==> src/rtl/c8ie_pkg.sv <==
`timescale 1ns / 1ps
// Shared types and constants for the CHIP-8 instruction execute block.
// No dependencies; the execute module and the top level import this package.
package c8ie_pkg;

    // Return stack sizing.
    localparam int STACK_DEPTH = 16;
    localparam int STK_IDX_W   = (STACK_DEPTH > 1) ? $clog2(STACK_DEPTH) : 1;
    localparam int STK_LVL_W   = $clog2(STACK_DEPTH + 1);

    // Program counter value after reset.
    localparam logic [11:0] START_ADDR_RESET = 12'h200;

    // Index of the flag register.
    localparam logic [3:0] VF_IDX = 4'hF;

    // Major opcodes (top nibble).
    localparam logic [3:0] OP_SYS     = 4'h0;
    localparam logic [3:0] OP_JP      = 4'h1;
    localparam logic [3:0] OP_CALL    = 4'h2;
    localparam logic [3:0] OP_SE_IMM  = 4'h3;
    localparam logic [3:0] OP_SNE_IMM = 4'h4;
    localparam logic [3:0] OP_SE_REG  = 4'h5;
    localparam logic [3:0] OP_LD_IMM  = 4'h6;
    localparam logic [3:0] OP_ADD_IMM = 4'h7;
    localparam logic [3:0] OP_ALU     = 4'h8;
    localparam logic [3:0] OP_SNE_REG = 4'h9;
    localparam logic [3:0] OP_LD_I    = 4'hA;
    localparam logic [3:0] OP_JP_V0   = 4'hB;
    localparam logic [3:0] OP_RND     = 4'hC;
    localparam logic [3:0] OP_DRW     = 4'hD;
    localparam logic [3:0] OP_SKP     = 4'hE;
    localparam logic [3:0] OP_MISC    = 4'hF;

    // Full instruction words of the system group.
    localparam logic [15:0] INS_CLS = 16'h00E0;
    localparam logic [15:0] INS_RET = 16'h00EE;

    // Sub-codes of the register ALU group (low nibble).
    localparam logic [3:0] ALU_LD   = 4'h0;
    localparam logic [3:0] ALU_OR   = 4'h1;
    localparam logic [3:0] ALU_AND  = 4'h2;
    localparam logic [3:0] ALU_XOR  = 4'h3;
    localparam logic [3:0] ALU_ADD  = 4'h4;
    localparam logic [3:0] ALU_SUB  = 4'h5;
    localparam logic [3:0] ALU_SHR  = 4'h6;
    localparam logic [3:0] ALU_SUBN = 4'h7;
    localparam logic [3:0] ALU_SHL  = 4'hE;

    // Low-byte codes of the key-skip and miscellaneous groups.
    localparam logic [7:0] EX_SKP      = 8'h9E;
    localparam logic [7:0] EX_SKNP     = 8'hA1;
    localparam logic [7:0] FX_LD_VDT   = 8'h07;
    localparam logic [7:0] FX_LD_KEY   = 8'h0A;
    localparam logic [7:0] FX_LD_DT    = 8'h15;
    localparam logic [7:0] FX_LD_ST    = 8'h18;
    localparam logic [7:0] FX_ADD_I    = 8'h1E;
    localparam logic [7:0] FX_LD_FONT  = 8'h29;
    localparam logic [7:0] FX_BCD      = 8'h33;
    localparam logic [7:0] FX_STORE    = 8'h55;
    localparam logic [7:0] FX_LOAD     = 8'h65;

    // Status codes reported with each result.
    typedef enum logic [2:0] {
        ST_OK          = 3'd0,
        ST_INVALID     = 3'd1,
        ST_UNSUPPORTED = 3'd2,
        ST_OVERFLOW    = 3'd3,
        ST_UNDERFLOW   = 3'd4
    } status_t;

    // Outcome of executing one instruction.
    typedef struct packed {
        logic [11:0] next_pc;
        logic        clr;
        logic        wr;
        logic [3:0]  wr_idx;
        logic [7:0]  wr_val;
        logic        flg;
        logic        fval;
        logic        push;
        logic [11:0] push_pc;
        logic        pop;
        status_t     status;
    } exec_t;

endpackage

==> src/rtl/c8ie_intf.sv <==
`timescale 1ns / 1ps
// Valid/ready channel interfaces for instructions in and results out.
// Depends on nothing; the top level uses both.
interface c8ie_instr_if;
    logic        valid;
    logic        ready;
    logic [15:0] instruction;

    modport source (output valid, output instruction, input ready);
    modport sink   (input valid, input instruction, output ready);
endinterface

interface c8ie_result_if;
    logic        valid;
    logic        ready;
    logic [11:0] next_pc;
    logic        clear_screen;
    logic        reg_written;
    logic [3:0]  reg_index;
    logic [7:0]  reg_value;
    logic        flag_written;
    logic [2:0]  status;

    modport source (output valid, output next_pc, output clear_screen, output reg_written,
                    output reg_index, output reg_value, output flag_written,
                    output status, input ready);
    modport sink   (input valid, input next_pc, input clear_screen, input reg_written,
                    input reg_index, input reg_value, input flag_written,
                    input status, output ready);
endinterface

==> src/rtl/c8ie_exec.sv <==
`timescale 1ns / 1ps
// Combinational decode and execute of one CHIP-8 instruction.
// Depends on c8ie_pkg for opcodes, status codes and the exec_t result.
module c8ie_exec
    import c8ie_pkg::*;
(
    input  logic [15:0]          instruction,
    input  logic [7:0]           vx,
    input  logic [7:0]           vy,
    input  logic [11:0]          pc,
    input  logic [STK_LVL_W-1:0] level,
    input  logic [11:0]          stack_top,
    output exec_t                result
);

    logic [3:0]  op;
    logic [3:0]  x;
    logic [3:0]  n;
    logic [7:0]  nn;
    logic [11:0] nnn;
    logic [11:0] pc_adv;
    logic [11:0] pc_skip;
    logic [8:0]  sum;

    assign op      = instruction[15:12];
    assign x       = instruction[11:8];
    assign n       = instruction[3:0];
    assign nn      = instruction[7:0];
    assign nnn     = instruction[11:0];
    assign pc_adv  = pc + 12'd2;
    assign pc_skip = pc + 12'd4;
    assign sum     = {1'b0, vx} + {1'b0, vy};

    // Main decoder: every instruction advances the PC by two unless it says otherwise.
    always_comb
    begin
        result         = '0;
        result.next_pc = pc_adv;
        result.wr_idx  = x;
        result.push_pc = pc_adv;
        result.status  = ST_OK;

        unique case (op) inside
            OP_SYS:
            begin
                if (instruction == INS_CLS)
                begin
                    result.clr = 1'b1;
                end
                else if (instruction == INS_RET)
                begin
                    if (level == '0)
                    begin
                        result.status = ST_UNDERFLOW;
                    end
                    else
                    begin
                        result.pop     = 1'b1;
                        result.next_pc = stack_top;
                    end
                end
                else
                begin
                    result.status = ST_UNSUPPORTED;
                end
            end
            OP_JP:
            begin
                result.next_pc = nnn;
            end
            OP_CALL:
            begin
                if (level >= STK_LVL_W'(STACK_DEPTH))
                begin
                    result.status = ST_OVERFLOW;
                end
                else
                begin
                    result.push    = 1'b1;
                    result.next_pc = nnn;
                end
            end
            OP_SE_IMM:
            begin
                if (vx == nn)
                begin
                    result.next_pc = pc_skip;
                end
            end
            OP_SNE_IMM:
            begin
                if (vx != nn)
                begin
                    result.next_pc = pc_skip;
                end
            end
            OP_SE_REG:
            begin
                if (n != 4'h0)
                begin
                    result.status = ST_INVALID;
                end
                else if (vx == vy)
                begin
                    result.next_pc = pc_skip;
                end
            end
            OP_LD_IMM:
            begin
                result.wr     = 1'b1;
                result.wr_val = nn;
            end
            OP_ADD_IMM:
            begin
                result.wr     = 1'b1;
                result.wr_val = vx + nn;
            end
            OP_ALU:
            begin
                unique case (n) inside
                    ALU_LD:
                    begin
                        result.wr     = 1'b1;
                        result.wr_val = vy;
                    end
                    ALU_OR:
                    begin
                        result.wr     = 1'b1;
                        result.wr_val = vx | vy;
                    end
                    ALU_AND:
                    begin
                        result.wr     = 1'b1;
                        result.wr_val = vx & vy;
                    end
                    ALU_XOR:
                    begin
                        result.wr     = 1'b1;
                        result.wr_val = vx ^ vy;
                    end
                    ALU_ADD:
                    begin
                        result.wr     = 1'b1;
                        result.wr_val = sum[7:0];
                        result.flg    = 1'b1;
                        result.fval   = sum[8];
                    end
                    ALU_SUB:
                    begin
                        result.wr     = 1'b1;
                        result.wr_val = vx - vy;
                        result.flg    = 1'b1;
                        result.fval   = (vx >= vy);
                    end
                    ALU_SHR, ALU_SUBN, ALU_SHL:
                    begin
                        result.status = ST_UNSUPPORTED;
                    end
                    default:
                    begin
                        result.status = ST_INVALID;
                    end
                endcase
            end
            OP_SNE_REG:
            begin
                result.status = (n == 4'h0) ? ST_UNSUPPORTED : ST_INVALID;
            end
            OP_LD_I, OP_JP_V0, OP_RND, OP_DRW:
            begin
                result.status = ST_UNSUPPORTED;
            end
            OP_SKP:
            begin
                result.status = (nn == EX_SKP || nn == EX_SKNP) ? ST_UNSUPPORTED : ST_INVALID;
            end
            OP_MISC:
            begin
                unique case (nn) inside
                    FX_LD_VDT, FX_LD_KEY, FX_LD_DT, FX_LD_ST, FX_ADD_I,
                    FX_LD_FONT, FX_BCD, FX_STORE, FX_LOAD:
                    begin
                        result.status = ST_UNSUPPORTED;
                    end
                    default:
                    begin
                        result.status = ST_INVALID;
                    end
                endcase
            end
            default:
            begin
                result.status = ST_INVALID;
            end
        endcase
    end

endmodule

==> src/rtl/chip8_instruction_execute_top.sv <==
`timescale 1ns / 1ps
// CHIP-8 instruction execute block: PC, V registers, return stack and result output.
// A result passes the input stage register, then the output register. Throughput: one
// instruction per cycle unless result_ch.ready stalls the output; the V register file
// read port and the single execute pass set that figure. Reset (rst_n low, asynchronous)
// loads PC 0x200, zeroes V0..VF and the stack level, empties the input and output stages.
module chip8_instruction_execute_top
    import c8ie_pkg::*;
(
    input  logic                 clk,
    input  logic                 rst_n,
    input  logic                 cfg_we,
    input  logic [11:0]          cfg_wdata,
    c8ie_instr_if.sink           instr_ch,
    c8ie_result_if.source        result_ch
);

    // Pipeline control and state.
    logic                 s1_valid_reg;
    logic [15:0]          s1_instr_reg;
    logic                 out_valid_reg;
    logic [11:0]          pc_reg;
    logic [STK_LVL_W-1:0] level_reg;
    logic [7:0]           vf_reg;
    logic [11:0]          stack_reg [STACK_DEPTH];

    // V0..VE file with registered reads, valid bits standing in for the zero reset.
    logic [7:0]           vmem [16];
    logic [15:0]          vmem_valid_reg;
    logic [7:0]           rd_x_reg;
    logic [7:0]           rd_y_reg;
    logic                 rd_x_ok_reg;
    logic                 rd_y_ok_reg;
    logic                 fwd_x_reg;
    logic                 fwd_y_reg;
    logic [7:0]           fwd_val_reg;

    // Output payload registers.
    logic [11:0]          out_pc_reg;
    logic                 out_clr_reg;
    logic                 out_wr_reg;
    logic [3:0]           out_idx_reg;
    logic [7:0]           out_val_reg;
    logic                 out_flg_reg;
    status_t              out_status_reg;

    logic                 in_fire;
    logic                 exe_fire;
    logic [3:0]           x_in;
    logic [3:0]           y_in;
    logic [3:0]           s1_x;
    logic [3:0]           s1_y;
    logic [7:0]           vx;
    logic [7:0]           vy;
    logic [STK_LVL_W-1:0] level_dec;
    logic [11:0]          stack_top;
    logic                 mem_we;
    exec_t                ex;

    // Handshake: the execute stage moves on whenever the output register is free or emptying.
    assign exe_fire       = s1_valid_reg && (!out_valid_reg || result_ch.ready);
    assign instr_ch.ready = !s1_valid_reg || exe_fire;
    assign in_fire        = instr_ch.valid && instr_ch.ready;

    assign x_in = instr_ch.instruction[11:8];
    assign y_in = instr_ch.instruction[7:4];
    assign s1_x = s1_instr_reg[11:8];
    assign s1_y = s1_instr_reg[7:4];

    // Operand selection: VF lives in its own register, others come from the file or bypass.
    always_comb
    begin
        if (s1_x == VF_IDX)
            vx = vf_reg;
        else if (fwd_x_reg)
            vx = fwd_val_reg;
        else
            vx = rd_x_ok_reg ? rd_x_reg : 8'h00;

        if (s1_y == VF_IDX)
            vy = vf_reg;
        else if (fwd_y_reg)
            vy = fwd_val_reg;
        else
            vy = rd_y_ok_reg ? rd_y_reg : 8'h00;
    end

    // Top of the return stack.
    assign level_dec = level_reg - STK_LVL_W'(1);
    assign stack_top = stack_reg[level_dec[STK_IDX_W-1:0]];

    c8ie_exec u_exec (
        .instruction (s1_instr_reg),
        .vx          (vx),
        .vy          (vy),
        .pc          (pc_reg),
        .level       (level_reg),
        .stack_top   (stack_top),
        .result      (ex)
    );

    assign mem_we = exe_fire && ex.wr && (ex.wr_idx != VF_IDX);

    // Input stage register.
    always_ff @(posedge clk or negedge rst_n)
    begin
        if (!rst_n)
        begin
            s1_valid_reg <= 1'b0;
        end
        else if (instr_ch.ready)
        begin
            s1_valid_reg <= instr_ch.valid;
        end
    end

    always_ff @(posedge clk)
    begin
        if (in_fire)
        begin
            s1_instr_reg <= instr_ch.instruction;
        end
    end

    // Register file write port and read ports, with bypass of the write in flight.
    always_ff @(posedge clk)
    begin
        if (mem_we)
        begin
            vmem[ex.wr_idx] <= ex.wr_val;
        end
        if (in_fire)
        begin
            rd_x_reg    <= vmem[x_in];
            rd_y_reg    <= vmem[y_in];
            fwd_x_reg   <= mem_we && (ex.wr_idx == x_in);
            fwd_y_reg   <= mem_we && (ex.wr_idx == y_in);
            fwd_val_reg <= ex.wr_val;
        end
    end

    always_ff @(posedge clk or negedge rst_n)
    begin
        if (!rst_n)
        begin
            vmem_valid_reg <= '0;
            rd_x_ok_reg    <= 1'b0;
            rd_y_ok_reg    <= 1'b0;
        end
        else
        begin
            if (mem_we)
            begin
                vmem_valid_reg[ex.wr_idx] <= 1'b1;
            end
            if (in_fire)
            begin
                rd_x_ok_reg <= vmem_valid_reg[x_in];
                rd_y_ok_reg <= vmem_valid_reg[y_in];
            end
        end
    end

    // Architectural state: PC, flag register and stack level.
    always_ff @(posedge clk or negedge rst_n)
    begin
        if (!rst_n)
        begin
            pc_reg    <= START_ADDR_RESET;
            vf_reg    <= 8'h00;
            level_reg <= '0;
        end
        else if (cfg_we)
        begin
            pc_reg <= cfg_wdata;
        end
        else if (exe_fire)
        begin
            pc_reg <= ex.next_pc;
            // The flag takes priority over the result, so it wins when x is F.
            if (ex.flg)
                vf_reg <= {7'b0, ex.fval};
            else if (ex.wr && (ex.wr_idx == VF_IDX))
                vf_reg <= ex.wr_val;
            if (ex.push)
                level_reg <= level_reg + STK_LVL_W'(1);
            else if (ex.pop)
                level_reg <= level_dec;
        end
    end

    // Return stack entries.
    always_ff @(posedge clk)
    begin
        if (exe_fire && ex.push)
        begin
            stack_reg[level_reg[STK_IDX_W-1:0]] <= ex.push_pc;
        end
    end

    // Output register.
    always_ff @(posedge clk or negedge rst_n)
    begin
        if (!rst_n)
        begin
            out_valid_reg <= 1'b0;
        end
        else if (exe_fire)
        begin
            out_valid_reg <= 1'b1;
        end
        else if (result_ch.ready)
        begin
            out_valid_reg <= 1'b0;
        end
    end

    always_ff @(posedge clk)
    begin
        if (exe_fire)
        begin
            out_pc_reg     <= ex.next_pc;
            out_clr_reg    <= ex.clr;
            out_wr_reg     <= ex.wr;
            out_idx_reg    <= ex.wr ? ex.wr_idx : 4'h0;
            out_val_reg    <= ex.wr ? ex.wr_val : 8'h00;
            out_flg_reg    <= ex.flg;
            out_status_reg <= ex.status;
        end
    end

    assign result_ch.valid        = out_valid_reg;
    assign result_ch.next_pc      = out_pc_reg;
    assign result_ch.clear_screen = out_clr_reg;
    assign result_ch.reg_written  = out_wr_reg;
    assign result_ch.reg_index    = out_idx_reg;
    assign result_ch.reg_value    = out_val_reg;
    assign result_ch.flag_written = out_flg_reg;
    assign result_ch.status       = out_status_reg;

`ifndef SYNTHESIS
    // The stack level never passes the stack depth.
    assert property (@(posedge clk) disable iff (!rst_n)
        level_reg <= STK_LVL_W'(STACK_DEPTH))
        else $error("stack level beyond depth");

    // A return pops only a non-empty stack.
    assert property (@(posedge clk) disable iff (!rst_n)
        exe_fire && ex.pop |-> level_reg != '0)
        else $error("pop from empty stack");

    // A call that pushes with cfg_we low raises the level by exactly one.
    assert property (@(posedge clk) disable iff (!rst_n)
        exe_fire && ex.push && !cfg_we |=> level_reg == $past(level_reg) + STK_LVL_W'(1))
        else $error("stack level not raised by push");

    // An executed instruction always leaves a result in the output register.
    assert property (@(posedge clk) disable iff (!rst_n)
        exe_fire |=> out_valid_reg)
        else $error("result lost");
`endif

endmodule
==> src/flat_wrapper.sv <==
// flat-port wrapper written by rule: the top's interface ports become plain ports
module chip8_instruction_execute_top_flat import c8ie_pkg::*;
  (clk, rst_n, cfg_we, cfg_wdata, instr_ch_valid, instr_ch_instruction, instr_ch_ready, result_ch_valid, result_ch_next_pc, result_ch_clear_screen, result_ch_reg_written, result_ch_reg_index, result_ch_reg_value, result_ch_flag_written, result_ch_status, result_ch_ready);
  c8ie_instr_if instr_ch_i ();
  c8ie_result_if result_ch_i ();
  input  logic clk;
  input  logic rst_n;
  input  logic cfg_we;
  input  logic [11:0] cfg_wdata;
  input wire logic [$bits(instr_ch_i.valid)-1:0] instr_ch_valid;
  input wire logic [$bits(instr_ch_i.instruction)-1:0] instr_ch_instruction;
  output wire logic [$bits(instr_ch_i.ready)-1:0] instr_ch_ready;
  output wire logic [$bits(result_ch_i.valid)-1:0] result_ch_valid;
  output wire logic [$bits(result_ch_i.next_pc)-1:0] result_ch_next_pc;
  output wire logic [$bits(result_ch_i.clear_screen)-1:0] result_ch_clear_screen;
  output wire logic [$bits(result_ch_i.reg_written)-1:0] result_ch_reg_written;
  output wire logic [$bits(result_ch_i.reg_index)-1:0] result_ch_reg_index;
  output wire logic [$bits(result_ch_i.reg_value)-1:0] result_ch_reg_value;
  output wire logic [$bits(result_ch_i.flag_written)-1:0] result_ch_flag_written;
  output wire logic [$bits(result_ch_i.status)-1:0] result_ch_status;
  input wire logic [$bits(result_ch_i.ready)-1:0] result_ch_ready;
  assign instr_ch_i.valid = instr_ch_valid;
  assign instr_ch_i.instruction = instr_ch_instruction;
  assign instr_ch_ready = instr_ch_i.ready;
  assign result_ch_valid = result_ch_i.valid;
  assign result_ch_next_pc = result_ch_i.next_pc;
  assign result_ch_clear_screen = result_ch_i.clear_screen;
  assign result_ch_reg_written = result_ch_i.reg_written;
  assign result_ch_reg_index = result_ch_i.reg_index;
  assign result_ch_reg_value = result_ch_i.reg_value;
  assign result_ch_flag_written = result_ch_i.flag_written;
  assign result_ch_status = result_ch_i.status;
  assign result_ch_i.ready = result_ch_ready;
  chip8_instruction_execute_top u_core (.clk(clk), .rst_n(rst_n), .cfg_we(cfg_we), .cfg_wdata(cfg_wdata), .instr_ch(instr_ch_i), .result_ch(result_ch_i));
endmodule
==> config.mk <==
export PLATFORM = sky130hd
export DESIGN_NAME = chip8_instruction_execute_top_flat
export DESIGN_NICKNAME = d
export VERILOG_FILES = /design/src/rtl/c8ie_pkg.sv /design/src/rtl/c8ie_intf.sv /design/src/rtl/c8ie_exec.sv /design/src/rtl/chip8_instruction_execute_top.sv /design/src/flat_wrapper.sv
export SDC_FILE = /design/constraint.sdc
export NUM_CORES = 1
export LEC_CHECK = 0
export ABC_AREA = 1
export ABC_CLOCK_PERIOD_IN_PS = 4300
export BUFFER_PORTS_ARGS = -buffer_cell sky130_fd_sc_hd__buf_4
export CAP_MARGIN = 20
export CELL_PAD_IN_SITES_DETAIL_PLACEMENT = 0
export CELL_PAD_IN_SITES_GLOBAL_PLACEMENT = 1
export CORE_AREA = 5 5 229 231
export CTS_BUF_LIST = sky130_fd_sc_hd__clkbuf_16
export CTS_CLUSTER_DIAMETER = 50
export DETAILED_ROUTE_END_ITERATION = 12
export DIE_AREA = 0 0 234 236
export HOLD_SLACK_MARGIN = 0.1
export PLACE_DENSITY_LB_ADDON = 0.1
export SYNTH_ARGS = -nofsm -noshare
export SYNTH_HDL_FRONTEND = slang
export SYNTH_HIERARCHICAL = 1
export SYNTH_SLANG_ARGS = --single-unit
==> constraint.sdc <==
create_clock -name clk -period 4.3 [get_ports clk]
set_input_delay 0.43 -clock clk [delete_from_list [all_inputs] [get_ports clk]]
set_output_delay 0.43 -clock clk [all_outputs]
set_load 0.01 [all_outputs]
# Word level (Yosys, flattened, before mapping)
# Memory sizes are Yosys's and may differ from the RTL's. A register that Yosys moved wholly into a read port is not among the register bits.
# Index checks and enable logic that the tools add are counted.
word_totals:
  regBits: 101
  ramBits: 320
  input_bits: 33
  out_inout_bits: 32
  word_cells: 168
  n_memories: 2
op_classes:
  add_sub_neg: 7
  n_lt_le_gt_ge: 6
  eq_ne: 44
  n_mux: 55
  n_bitwise: 5
  reduce_logical: 30
mem_list:
  columns: ["memory", "words", "width", "rd", "rd_clocked_by_memory_dff", "write_ports", "line_no", "rtl"]
  rows:
  - ["u_core.stack_reg", 16, 12, 1, 0, 1, "chip8_instruction_execute_top.sv:25", "logic [11:0] stack_reg [STACK_DEPTH];"]
  - ["u_core.vmem", 16, 8, 2, 2, 1, "chip8_instruction_execute_top.sv:28", "logic [7:0] vmem [16];"]
ops:
  columns: ["op", "n"]
  rows:
  - ["2-to-1 mux 12 bit", 10]
  - ["one-hot mux 12 bit (6 select lines)", 1]
  - ["2-to-1 mux 8 bit", 8]
  - ["one-hot mux 8 bit (6 select lines)", 1]
  - ["equality test 4 bit, second input constant", 11]
  - ["equality test 16 x 8 -> 1 bit, second input constant", 2]
  - ["equality test 4 x 3 -> 1 bit, second input constant", 8]
  - ["one-hot mux 3 bit (9 select lines)", 1]
  - ["equality test 8 x 5 -> 1 bit, second input constant", 3]
  - ["one-hot mux 8 bit (3 select lines)", 1]
  - ["2-to-1 mux 1 bit", 17]
  - ["equality test 4 x 2 -> 1 bit, second input constant", 4]
  - ["equality test 8 x 6 -> 1 bit, second input constant", 2]
  - ["equality test 8 x 7 -> 1 bit, second input constant", 2]
  - ["equality test 8 bit", 2]
  - ["equality test 8 bit, second input constant", 2]
  - ["OR 16 bit", 1]
  - ["less-than comparator 4 x 5 -> 1 bit, second input constant", 3]
  - ["adder 12 x 2 -> 12 bit, second input constant", 1]
  - ["adder 12 x 3 -> 12 bit, second input constant", 1]
  - ["2-to-1 mux 2 bit", 5]
  - ["2-to-1 mux 5 bit", 2]
  - ["adder 8 x 8 -> 9 bit", 1]
  - ["logical AND 1 bit", 9]
  - ["other kinds (36)", 49]

# Logic depth before layout (Yosys ltp)
logic_depth:
  word_depth: 9
  ltp_mapped: 21
  mapped_depth_nobuf: 19

# Modules after synthesis
# Netlist, hierarchy kept.
by_module_without_submodules:
  columns: ["mod", "n_inst", "cells_per_inst", "area_per_inst_um2", "seq_area_each_um2"]
  rows:
  - ["chip8_instruction_execute_top", 1, 1706, 19028.2, 12898.6]
  - ["c8ie_exec", 1, 645, 3324.4, 0.0]

# Worst setup path after synthesis
# Ideal clock, no wire load.
synth_timing:
  path_kind: "register -> register"
  from: "register u_core.s1_instr_reg[11]"
  to: "register u_core.out_val_reg[6], in the netlist u_core/result_ch.reg_value[6] (data pin)"
  setup_time_ns: 0.251
  arrival_ns: 2.955
  required_ns: 4.049
  path_slack_ns: 1.093
  path_stages_with_launch: 16
  path_buffers: 1
  period_less_slack_ns: 3.207
  path_cell_list: "edfxtp_1 > nand4_1 > clkbuf_1 > o21ai_0 > inv_1 > fa_1 > o21ai_0 > nand3_1 > nand2_1 > nand2_1 > nand3_1 > nand3_1 > nand2_1 > nand2_1 > nand2_1 > inv_1"
synth_lines:
  columns: ["element", "line_no", "rtl"]
  rows:
  - ["start: declaration", "chip8_instruction_execute_top.sv:20", "logic [15:0] s1_instr_reg;"]
  - ["start signal: assignment", "chip8_instruction_execute_top.sv:121", "s1_instr_reg <= instr_ch.instruction;"]
  - ["end signal: assignment", "chip8_instruction_execute_top.sv:226", "out_val_reg <= ex.wr ? ex.wr_val : 8'h00;"]
  - ["end: declaration", "chip8_instruction_execute_top.sv:43", "logic [7:0] out_val_reg;"]

==> load_flow_metrics.sql <==
INSERT INTO impl_metrics (metric_group, metric, value, unit) VALUES
('synthesis', 'postSynth.topFlopCell', 'sky130_fd_sc_hd__edfxtp_1', ''),
('sta', 'fmax', '259', 'MHz'),
('synthesis', 'postSynth.asyncResetShare', '10.3', '%'),
('floorplanning', 'core-area', '0.0499', 'sq mm'),
('drt', 'detail_route.wirelength', '65700', 'um'),
('worst_hold_path', 'hold_path.class', 'primary input to flop', ''),
('setup_path', 'ff2ff_setup_slack', '0.44', 'ns'),
('sta', 'fin_hold_ws', '0.139', 'ns'),
('finish', 'final_common_cell', 'sky130_fd_sc_hd__edfxtp_1', ''),
('setup_path', 'regToRegEndpoint', 'u_core/pc_reg[4]', ''),
('cts', 'ctsRootBufferMaster', 'sky130_fd_sc_hd__clkbuf_16', ''),
('setup_path', 'endpoint_kind', 'flop', ''),
('floorplanning', 'pin_count', '65', ''),
('sta', 'fin_ws', '0.445', 'ns'),
('placed_design', 'post-place-ws', '0.324', 'ns'),
('floorplanning', 'fp-row-count', '82', ''),
('synthesis', 'post_synth_inst_count', '2351', ''),
('placed_design', 'gpl.final_weighted_congestion', '0.911', ''),
('finish', 'layout-drive-gt1-share', '10.7', '%'),
('pwr', 'power_density', '516', 'mW/mm^2'),
('worst_hold_path', 'min_path_cells', '3', ''),
('finish', 'final_core_utilization', '51.0', '%'),
('setup_path', 'critPathTopFamily', 'simple AND/OR/NAND/NOR gates', ''),
('grt', 'number_of_antenna_violations_at_the_first_check_in_global_routing', '0', ''),
('worst_hold_path', 'hold_path.startpoint', 'cfg_wdata[2]', ''),
('synthesis', 'total_of_flip_flops_plus_latches_after_synthesis', '437', ''),
('sta', 'slew_headroom', '27.5', '%'),
('setup_path', 'setup.worst_path.start_class', 'flop', ''),
('setup_path', 'crit_slowest_cell', 'sky130_fd_sc_hd__o21ai_0', ''),
('pwr', 'p_total', '13100', 'uW'),
('setup_path', 'reg2regPathDepth', '16', ''),
('drt', 'detail_route.drc_violations', '0', ''),
('setup_path', 'worst-path-buf-inv', '1', ''),
('grt', 'vias_in_the_first_global_route', '16900', ''),
('cts', 'clkSlewWorstSetupHoldPaths', '0.05', 'ns'),
('status', 'status', 'finished clean', ''),
('cts', 'worst_skew_pair.late_latency', '0.61', 'ns'),
('floorplanning', 'die_y', '236', 'um'),
('grt', 'overall_global_routing_usage', '23.5', '%'),
('setup_path', 'crit_path_cell_chain', 'nand4_1 -> o21ai_0 -> inv_1 -> ha_1 -> nor2_1 -> nand2_1 -> nor2_1 -> nand2_1 -> nand2_1 -> nand2_2 -> nor2_1 -> nand2_1 -> nand2_1 -> nand3_1 -> mux2i_1 -> a21oi_1', ''),
('sta', 'timing.setup.tns', '0', 'ns'),
('sta', 'number_of_endpoints_failing_setup_at_the_final_stage', '0', ''),
('setup_path', 'crit_type', 'flop to flop', ''),
('drt', 'viasPerCell', '5.50', ''),
('pwr', 'vdd_drop_max', '0.000492', 'V'),
('placed_design', 'detailedPlacementHpwl', '43500', 'um'),
('sta', 'maxSlewViolCount', '0', ''),
('finish', 'mostFrequentLayoutCells', 'sky130_fd_sc_hd__edfxtp_1 (392), sky130_fd_sc_hd__nand2_1 (381), sky130_fd_sc_hd__nor2_1 (263), sky130_fd_sc_hd__nand3_1 (246), sky130_fd_sc_hd__inv_1 (236)', ''),
('cts', 'cts_num_sinks', '437', ''),
('drt', 'routed_wire_length_per_instance', '20.9', 'um'),
('cts', 'tritoncts_clock_tree', 'done', ''),
('pwr', 'leakage', '0.00991', 'uW'),
('setup_path', 'critical_path.reg2reg.startpoint', 'u_core/s1_instr_reg[7]', ''),
('finish', 'area.growth.synth_to_final', '13.9', '%'),
('synthesis', 'synth.yosys.warnings', '6', ''),
('grt', 'grt_first_pass_wirelength', '100000', 'um'),
('sta', 'layout_worst_path_cycle_share', '89.7', '%'),
('sta', 'rsz0062_at_grt', 'no', ''),
('setup_path', 'cp_data_arrival_time', '4.30', 'ns'),
('drt', 'route.antenna.remaining_nets', '0', ''),
('finish', 'finish.net_count', '2499', ''),
('sta', 'worst_clock_skew', '0.0162', 'ns'),
('floorplanning', 'start_util', '44.8', '%'),
('placed_design', 'buffer_ports.inserted', '64', ''),
('grt', 'gr-total-overflow', '0', ''),
('setup_path', 'max_stage_delay', '0.59', 'ns'),
('job', 'max_cap_violations', '0', ''),
('setup_path', 'crit_path_max_fanout', '16', ''),
('floorplanning', 'die_width', '234', 'um'),
('grt', 'pin_count_of_the_biggest_net_entering_global_routing', '140', ''),
('finish', 'largest_reg_flops', '192', '');
[synthesized netlist by cell type, types with 3 or more instances]
| cell type | instances | area [sq um] |
|---|---|---|
| sky130_fd_sc_hd__o21ai_0 | 207 | 1040 |
| sky130_fd_sc_hd__fa_1 | 3 | 60.1 |
| sky130_fd_sc_hd__inv_2 | 14 | 52.6 |
| sky130_fd_sc_hd__nand2_2 | 4 | 25.0 |
| sky130_fd_sc_hd__nand3b_1 | 5 | 37.5 |
| sky130_fd_sc_hd__edfxtp_1 | 392 | 11800 |
| sky130_fd_sc_hd__xor2_1 | 15 | 131 |
| sky130_fd_sc_hd__o211ai_1 | 113 | 848 |
| sky130_fd_sc_hd__nand2_4 | 3 | 33.8 |
| sky130_fd_sc_hd__a21oi_1 | 109 | 546 |
| sky130_fd_sc_hd__nand2_1 | 381 | 1430 |
| sky130_fd_sc_hd__ha_1 | 37 | 463 |
| sky130_fd_sc_hd__mux2i_1 | 13 | 130 |
| sky130_fd_sc_hd__nand3_1 | 246 | 1230 |
| sky130_fd_sc_hd__buf_4 | 9 | 67.6 |
| sky130_fd_sc_hd__nor2_1 | 263 | 987 |
| sky130_fd_sc_hd__buf_1 | 12 | 45.0 |
| sky130_fd_sc_hd__nand3_4 | 3 | 52.6 |
| sky130_fd_sc_hd__nor2_2 | 11 | 68.8 |
| sky130_fd_sc_hd__buf_6 | 3 | 33.8 |
| sky130_fd_sc_hd__inv_1 | 225 | 845 |
| sky130_fd_sc_hd__xnor2_1 | 7 | 61.3 |
| sky130_fd_sc_hd__buf_2 | 47 | 235 |
| sky130_fd_sc_hd__or2_2 | 3 | 18.8 |
| sky130_fd_sc_hd__o22ai_1 | 7 | 43.8 |
| sky130_fd_sc_hd__o21ai_1 | 50 | 250 |
| sky130_fd_sc_hd__dfrtp_1 | 44 | 1100 |
| sky130_fd_sc_hd__nand4_1 | 18 | 113 |
| sky130_fd_sc_hd__nor3_1 | 12 | 60.1 |
| sky130_fd_sc_hd__clkbuf_1 | 58 | 218 |
| sky130_fd_sc_hd__clkinv_1 | 6 | 22.5 |
[layer usage]
layer | wire length (um) | share of wire [%] | up-vias | GRT usage, %
li1 | - | - | 8284 | -
met1 | 27600 | 42 | 8434 | 30.8
met2 | 33400 | 51 | 457 | 41.0
met3 | 2990 | 4.5 | 114 | 2.71
met4 | 1640 | 2.5 | 0 | 6.99
met5 | 0 | 0 | - | 0
[cell type report]
cell class | instances | area, sq um
fill | 4692 | 24400
tap | 672 | 841
multi-input combinational | 1545 | 7970
clock buffer | 55 | 1380
inverter | 246 | 928
sequential | 437 | 12900
timing repair buffer | 142 | 1130
clock inverter | 45 | 317
[report_power, final]
part	internal [uW]	total, uW	switching, uW
registers	5010	5170	151
clock network	2460	4280	1820
logic	1110	3680	2570
[per-stage QoR]
step / std cells / instance area [sq um]
after floorplan: 2358 / 22400
after global placement: 3028 / 23600
after global routing: 3142 / 25500
after CTS: 3142 / 25500
final: 3142 / 25500
after detailed placement: 3028 / 23600
[cell families (layout without fill, tap and decap cells)]
group / Yosys count / in the layout / synth area share, %
and+or+nand+nor: 965 / 965 / 19.0
adders and majority gates: 40 / 40 / 2.34
xor gates and xnor gates: 24 / 24 / 1.01
buffers and inverters: 376 / 488 / 6.86
AOI/OAI and AO/OA: 495 / 495 / 12.5
muxes: 13 / 13 / 0.582
DFF: 437 / 437 / 57.7
other: 1 / 8 / 0.0168
[worst max path at each step]
stage | from | end | slack (ns) | cells past startpoint
4_1_cts | u_core/s1_instr_reg[7] | u_core/pc_reg[4] | 0.32 | 16
6_report | u_core/s1_instr_reg[7] | u_core/pc_reg[4] | 0.44 | 16
3_3_place_gp | u_core/s1_instr_reg[7] | u_core/pc_reg[8] | 0.40 | 16
3_5_place_dp | u_core/s1_instr_reg[5] | u_core/pc_reg[4] | 0.32 | 16
5_1_grt | u_core/s1_instr_reg[5] | u_core/pc_reg[7] | 0.01 | 14
2_1_floorplan | u_core/s1_instr_reg[11] | u_core/result_ch.reg_value[6] | 1.09 | 15
[timing repair]
action | 4_1_cts | 5_1_grt
gates resized for setup | 0 | 1
buffers inserted | 0 | 0
hold buffers | 14 | 0
endpoints found under the hold margin | 57 | 0
endpoints found under the setup margin | 0 | 16
[worst min-delay path, cell delays in order]
cell and delay (ns):
sky130_fd_sc_hd__buf_4 0.08, sky130_fd_sc_hd__mux2i_1 0.05, sky130_fd_sc_hd__a21oi_1 0.13
Note: power is estimated with default switching activity, not from simulation.
